[config.mk]
export PLATFORM = sky130hd
export DESIGN_NAME = gbfe_range_match
export DESIGN_NICKNAME = d
export VERILOG_FILES = /design/src/hdl/gbfe_pkg.sv /design/src/hdl/gbfe_range_match.sv
export SDC_FILE = /design/constraint.sdc
export NUM_CORES = 1
export LEC_CHECK = 0
export BUFFER_PORTS_ARGS = -buffer_cell sky130_fd_sc_hd__clkbuf_2
export CAP_MARGIN = 10
export CELL_PAD_IN_SITES_DETAIL_PLACEMENT = 0
export CELL_PAD_IN_SITES_GLOBAL_PLACEMENT = 1
export CORE_UTILIZATION = 30
export DETAILED_ROUTE_END_ITERATION = 8
export GPL_ROUTABILITY_DRIVEN = 0
export PLACE_DENSITY = 0.81
export SYNTH_ARGS = -nofsm -noshare
export SYNTH_HDL_FRONTEND = slang
export SYNTH_SLANG_ARGS = --single-unit
[constraint.sdc]
create_clock -name vclk -period 4.9
set_input_delay 0.98 -clock vclk [all_inputs]
set_output_delay 0.98 -clock vclk [all_outputs]
set_load 0.02 [all_outputs]
[src/hdl/gbfe_pkg.sv]
// Package for the GB18030 four-byte range encoder.
// Holds the range table, index widths and the reciprocal constants used by
// the divide stages. No dependencies.
package gbfe_pkg;

   // Number of four-byte ranges and the width of the linear index.
   localparam int NUM_RANGES = 13;
   localparam int INDEX_W    = 21;
   localparam int CP_W       = 32;

   // Index arithmetic constants.
   localparam logic [31:0] INDEX_BASE = 32'd1687218;
   localparam logic [7:0]  LEAD_BASE  = 8'h81;
   localparam logic [7:0]  DIGIT_BASE = 8'h30;

   // Widths of the quotients and remainders along the pipeline.
   localparam int QUOT1_W = 17;  // index / 10
   localparam int QUOT2_W = 10;  // index / 1260
   localparam int QUOT3_W = 7;   // index / 12600
   localparam int DIGIT_W = 4;   // remainder of a divide by ten
   localparam int REM126_W = 7;  // remainder of a divide by 126

   // Reciprocal constants; each is exact over the range of its operand.
   localparam int          DIV10A_SHIFT = 24;
   localparam logic [41:0] DIV10A_RECIP = 42'd1677722;
   localparam int          DIV63_SHIFT  = 22;
   localparam logic [32:0] DIV63_RECIP  = 33'd66577;
   localparam int          DIV10B_SHIFT = 14;
   localparam logic [20:0] DIV10B_RECIP = 21'd1639;

   // Range bounds, inclusive, and the offset that each range adds.
   localparam logic [31:0] RANGE_LO [NUM_RANGES] = '{
      32'h0000_0452, 32'h0000_2643, 32'h0000_361B, 32'h0000_3CE1,
      32'h0000_4160, 32'h0000_44D7, 32'h0000_478E, 32'h0000_49B8,
      32'h0000_9FA6, 32'h0000_E865, 32'h0000_FA2A, 32'h0000_FFE6,
      32'h0001_0000
   };
   localparam logic [31:0] RANGE_HI [NUM_RANGES] = '{
      32'h0000_200F, 32'h0000_2E80, 32'h0000_3917, 32'h0000_4055,
      32'h0000_4336, 32'h0000_464B, 32'h0000_4946, 32'h0000_4C76,
      32'h0000_D7FF, 32'h0000_F92B, 32'h0000_FE2F, 32'h0000_FFFF,
      32'h0010_FFFF
   };
   localparam logic [31:0] RANGE_BASE [NUM_RANGES] = '{
      32'd1688038, 32'd1696437, 32'd1700191, 32'd1701916,
      32'd1703065, 32'd1703947, 32'd1704636, 32'd1705179,
      32'd1706261, 32'd1720768, 32'd1725296, 32'd1726612,
      32'd1876218
   };

   // Result of the range lookup: hit flag and the value added to the
   // low bits of the code point (modulo the index width).
   typedef struct packed {
      logic               hit;
      logic [INDEX_W-1:0] delta;
   } gbfe_match_type;

   // Delta of one range: base minus index base minus range start.
   function automatic logic [INDEX_W-1:0] range_delta(input int k);
      logic [31:0] full;
      full = RANGE_BASE[k] - INDEX_BASE - RANGE_LO[k];
      return full[INDEX_W-1:0];
   endfunction

endpackage

[src/hdl/gbfe_range_match.sv]
// Range lookup for the GB18030 four-byte encoder.
// Compares one code point against all ranges at once; uses gbfe_pkg.
module gbfe_range_match (
   input  logic [gbfe_pkg::CP_W-1:0] code_point,
   output gbfe_pkg::gbfe_match_type  match
);
   import gbfe_pkg::*;

   logic [NUM_RANGES-1:0] hit_vec;

   // The ranges are disjoint, so an AND-OR picks the one delta that hits.
   always_comb begin
      match.hit   = 1'b0;
      match.delta = '0;
      for (int k = 0; k < NUM_RANGES; k++) begin
         hit_vec[k]  = (code_point >= RANGE_LO[k]) && (code_point <= RANGE_HI[k]);
         match.hit   = match.hit | hit_vec[k];
         match.delta = match.delta | ({INDEX_W{hit_vec[k]}} & range_delta(k));
      end
   end

endmodule
## Word level (Yosys, flattened, before mapping)

Index checks and enable logic that the tools add are counted.

- Order comparisons: 26
- Bitwise gates (word level): 24
- Reductions and logical operators: 13

Operators with widths:

| kind | number |
|---|---|
| $or A21 B21 Y21 | 11 |
| $le A32 B15 Y1 const B | 5 |
| $ge A32 B15 Y1 const B | 4 |
| $ge A32 B16 Y1 const B | 4 |
| $le A32 B16 Y1 const B | 4 |
| $ge A32 B14 Y1 const B | 3 |
| $le A32 B14 Y1 const B | 3 |
| $ge A32 B11 Y1 const B | 1 |
| $ge A32 B17 Y1 const B | 1 |
| $le A32 B21 Y1 const B | 1 |
| $or A21 B17 Y21 | 1 |
| $logic_and A1 B1 Y1 | 13 |
| $or A1 B1 Y1 | 12 |

- Flip-flop bits (word level): 0
- Input port bits: 32
- Output and inout port bits: 22
- Logic and storage cells: 63

## Longest topological paths before layout

- Word-level depth: 14
- Depth in mapped cells: 10
- Mapped depth without buffers: 7

## Worst setup path before layout

Ideal clock, no wire load.

- Kind: input to output
- Start point: input code_point[5] (netlist bit)
- End point: output match[17] (netlist bit)
- Arrival: 3.123 ns
- Slack: 0.797 ns
- Cell stages on the path: 9
- Path buffers: 3
- Cell sequence: buf_2 > buf_1 > nand3b_1 > o2111ai_1 > o21ai_0 > o211a_1 > nor4_1 > nand4b_1 > buf_4

RTL lines:

| element | line | text |
|---|---|---|
| from (decl) | gbfe_range_match.sv:4 | `input logic [gbfe_pkg::CP_W-1:0] code_point,` |
| to (decl) | gbfe_range_match.sv:5 | `output gbfe_pkg::gbfe_match_type match` |

==> flow_summary.html <==
<table>
<tr><th>Metric</th><th>Value</th></tr>
<tr><th colspan="2">Placed design</th></tr>
<tr><td>Dpl hpwl</td><td>3.73 mm</td></tr>
<tr><td>Cell area after placement</td><td>0.00159 mm²</td></tr>
<tr><td>Port Buf Inserts</td><td>54</td></tr>
<tr><th colspan="2">Synthesis</th></tr>
<tr><td>Post-Synth Simple-Gate Area</td><td>0.534</td></tr>
<tr><td>Unique cell type count in the Yosys netlist</td><td>58</td></tr>
<tr><td>Complex-gate fraction of the synthesized area</td><td>0.330</td></tr>
<tr><td>Portion of the post-synthesis area used by sequential elements</td><td>0</td></tr>
<tr><td>Post-synthesis mux area share</td><td>0.00710</td></tr>
<tr><td>Net count after synthesis</td><td>258</td></tr>
<tr><td>Synthesized area</td><td>0.00141 mm²</td></tr>
<tr><td>Parity-gate share of the synthesized area counting xor and xnor cells</td><td>0.00621</td></tr>
<tr><td>Post-synthesis instance total</td><td>226</td></tr>
<tr><td>Largest family of logic cells by synthesized area</td><td>simple AND/OR/NAND/NOR gates</td></tr>
<tr><td>Post-synthesis adder-cell area fraction</td><td>0</td></tr>
<tr><td>Synth Warn #</td><td>0</td></tr>
<tr><td>Average cell area after synthesis</td><td>6.24 µm²</td></tr>
<tr><th colspan="2">CTS</th></tr>
<tr><td>Post-CTS repair timing setup buffer count</td><td>0</td></tr>
<tr><td>CTS Hold Buffers Added</td><td>0</td></tr>
<tr><td>CTS-repair resized insts</td><td>0</td></tr>
<tr><th colspan="2">Timing</th></tr>
<tr><td>Shortest period the worst path allows</td><td>4400 ps</td></tr>
<tr><td>Max_slew headroom</td><td>0.536</td></tr>
<tr><td>Fin Hold WS</td><td>2540 ps</td></tr>
<tr><td>Unrepaired setup endpoints after global routing</td><td>no</td></tr>
<tr><td>Highest attainable clock frequency</td><td>0.227 GHz</td></tr>
<tr><td>Portion of the clock cycle consumed by the worst path in the final layout</td><td>0.897</td></tr>
<tr><td>Setup TNS</td><td>0 ps</td></tr>
<tr><td>Tightest Pin Transition</td><td>687 ps</td></tr>
<tr><td>Setup-failing EPs final</td><td>0</td></tr>
<tr><td>Hold violation total from the final report</td><td>0</td></tr>
<tr><td>Slew Viols, Final</td><td>0</td></tr>
<tr><th colspan="2">Finish</th></tr>
<tr><td>Area overhead of the layout relative to synthesis</td><td>12.6%</td></tr>
<tr><td>Most common cell after layout, fill and taps aside</td><td>sky130_fd_sc_hd__clkbuf_2</td></tr>
<tr><td>Final cell area excluding filler cells</td><td>0.00159 mm²</td></tr>
<tr><td>Count of sequential standard cells</td><td>0</td></tr>
<tr><td>Diode count</td><td>0</td></tr>
<tr><td>Ratio of cells with drive above 1 in the final layout</td><td>0.261</td></tr>
<tr><td>Most frequent cells in the layout</td><td>54 x sky130_fd_sc_hd__clkbuf_2, 22 x sky130_fd_sc_hd__nor2_1, 17 x sky130_fd_sc_hd__nand3_1</td></tr>
<tr><td>Number of nets at the end of the flow</td><td>283</td></tr>
<tr><td>Footprint of the flip-flops and latches</td><td>0 µm²</td></tr>
<tr><td>Post-route core utilization</td><td>0.357</td></tr>
<tr><td>Number of fill cells</td><td>483</td></tr>
<tr><td>Clkbuf count</td><td>0</td></tr>
<tr><th colspan="2">Power and ir drop</th></tr>
<tr><td>Highest ir drop seen on vdd</td><td>0.0000279 V</td></tr>
<tr><td>Cell area power density</td><td>54.9 mW/mm²</td></tr>
<tr><td>Static leakage</td><td>0.690 nW</td></tr>
<tr><th colspan="2">Floorplan</th></tr>
<tr><td>Starting density of the core</td><td>0.317</td></tr>
<tr><td>Core Footprint</td><td>0.00444 mm²</td></tr>
<tr><td>I/O pin total</td><td>54</td></tr>
<tr><td>Vertical extent of the die</td><td>70.6 µm</td></tr>
<tr><td>Standard-cell row count</td><td>24</td></tr>
<tr><td>Die boundary width</td><td>70.6 µm</td></tr>
<tr><td>Full die area</td><td>0.00498 mm²</td></tr>
<tr><th colspan="2">Route</th></tr>
<tr><td>Final routed wire length divided by cell count</td><td>16.8 µm</td></tr>
<tr><td>Antenna-violating nets left</td><td>0</td></tr>
<tr><td>Vias per std cell</td><td>6.54</td></tr>
<tr><td>Via total after detailed routing</td><td>1,969</td></tr>
<tr><td>Residual DRC</td><td>4</td></tr>
<tr><td>Total Routed Length</td><td>5.06 mm</td></tr>
<tr><td>DRT Pass-1 Iters</td><td>7</td></tr>
<tr><td>Iter 0 DRT Violations</td><td>379</td></tr>
<tr><th colspan="2">Setup path</th></tr>
<tr><td>Largest stage delay on the critical path</td><td>470 ps</td></tr>
<tr><td>CP Max Fanout</td><td>9</td></tr>
<tr><td>Origin of the worst setup path</td><td>code_point[17]</td></tr>
<tr><td>CP arrival</td><td>3420 ps</td></tr>
<tr><td>Cell type with the highest occurrence count on the critical path</td><td>sky130_fd_sc_hd__clkbuf_2</td></tr>
<tr><td>Slowest cell on crit path</td><td>sky130_fd_sc_hd__nor4_1</td></tr>
<tr><td>Startpoint class of the critical path</td><td>primary input</td></tr>
<tr><td>Kind of capture point of the worst setup path</td><td>primary output</td></tr>
<tr><td>Kind of critical path</td><td>in -&gt; out</td></tr>
<tr><td>List of cells traversed by the critical path</td><td>clkbuf_2 &gt; nor4_2 &gt; nor2b_1 &gt; and2_1 &gt; a32oi_1 &gt; nor4_1 &gt; nand4b_1 &gt; clkbuf_2</td></tr>
<tr><td>Worst setup path end</td><td>match[20]</td></tr>
<tr><td>Critical path required time</td><td>3920 ps</td></tr>
<tr><th colspan="2">Worst hold path</th></tr>
<tr><td>Classification of the worst-slack hold path</td><td>in -&gt; out</td></tr>
<tr><th colspan="2">Run status</th></tr>
<tr><td>Violations in the final reports</td><td>design-rule violations</td></tr>
<tr><td>Status</td><td>complete, but fails checks</td></tr>
<tr><th colspan="2">Global routing</th></tr>
<tr><td>First-pass GRT wire length</td><td>8.52 mm</td></tr>
<tr><td>Pin count of the biggest net entering global routing</td><td>23</td></tr>
<tr><td>Via count of the first global-routing pass</td><td>1,721</td></tr>
<tr><td>GRT Residual Overflow</td><td>0</td></tr>
<tr><td>GR Util All Layers</td><td>0.204</td></tr>
<tr><td>Initial antenna violation count</td><td>0</td></tr>
<tr><th colspan="2">Flow run</th></tr>
<tr><td># Max-Cap Violations</td><td>0</td></tr>
</table>
-- synth_stat cells, drive strengths merged, types with 3 or more instances --
master	n	area, µm²
nor4b	4	35.0
nand2b	3	18.8
nand4b	3	26.3
nand3	17	85.1
nand4	13	81.3
nor4	10	75.1
o21ai	5	25.0
nand2	14	52.6
buf	21	124
nand4bb	3	33.8
or2	3	18.8
a211oi	3	22.5
a2111oi	3	46.3
a21o	4	30.0
nor2	22	82.6
clkbuf	11	41.3
nor3	15	75.1
nor2b	4	25.0
o21a	3	22.5
a21oi	14	70.1
nand3b	5	37.5
o2111ai	4	35.0
o31ai	3	22.5
-- final cells by class --
| class | count | area (µm²) | area share |
|---|---|---|---|
| multi-input cells | 192 | 1240 | 0.779 |
| repair buffers | 55 | 278 | 0.175 |
| well taps | 52 | 65.1 | 0.0410 |
| inverters | 2 | 7.51 | 0.00473 |
-- where the power goes --
group / switching (mW) / internal, mW
Sequential: 0 / 0
Combinational: 0.0580 / 0.0291
Clock: 0 / 0
-- critical path, delay by kind of cell --
family,cells,cell delay [ps]
buffers and inverters,2,300
AND/OR/NAND/NOR,5,1890
AO/OA/AOI/OAI,1,230
-- worst min path at each step --
stage,endpoint,from,cells after the start,slack (ps)
floorplan,match[14],code_point[21],3,2340
global placement,match[14],code_point[21],5,2530
detailed placement,match[14],code_point[27],5,2520
CTS,match[14],code_point[27],5,2520
global route,match[14],code_point[21],5,2620
finish,match[14],code_point[27],5,2540
-- metrics by stage --
step | setup WS, ps | power [mW] | cells
floorplan | 797 | 0.0579 | 226
global placement | 618 | 0.0849 | 301
detailed placement | 562 | 0.0842 | 301
CTS | 545 | 0.0844 | 301
global route | 303 | 0.0949 | 301
finish | 504 | 0.0871 | 301
-- logic make-up after synthesis --
group / Yosys count
buffers and inverters: 34
and+or+nand+nor: 129
muxes: 1
AOI/OAI and AO/OA: 61
xor gates and xnor gates: 1
-- routing by layer --
metal	GRT usage	wire, µm	vias to the layer above
met5	0	0	-
met4	0.0800	184	0
met3	0.00427	471	16
met2	0.340	2380	129
met1	0.282	2020	894
li1	-	-	930
(Power assumes the default switching activity.)
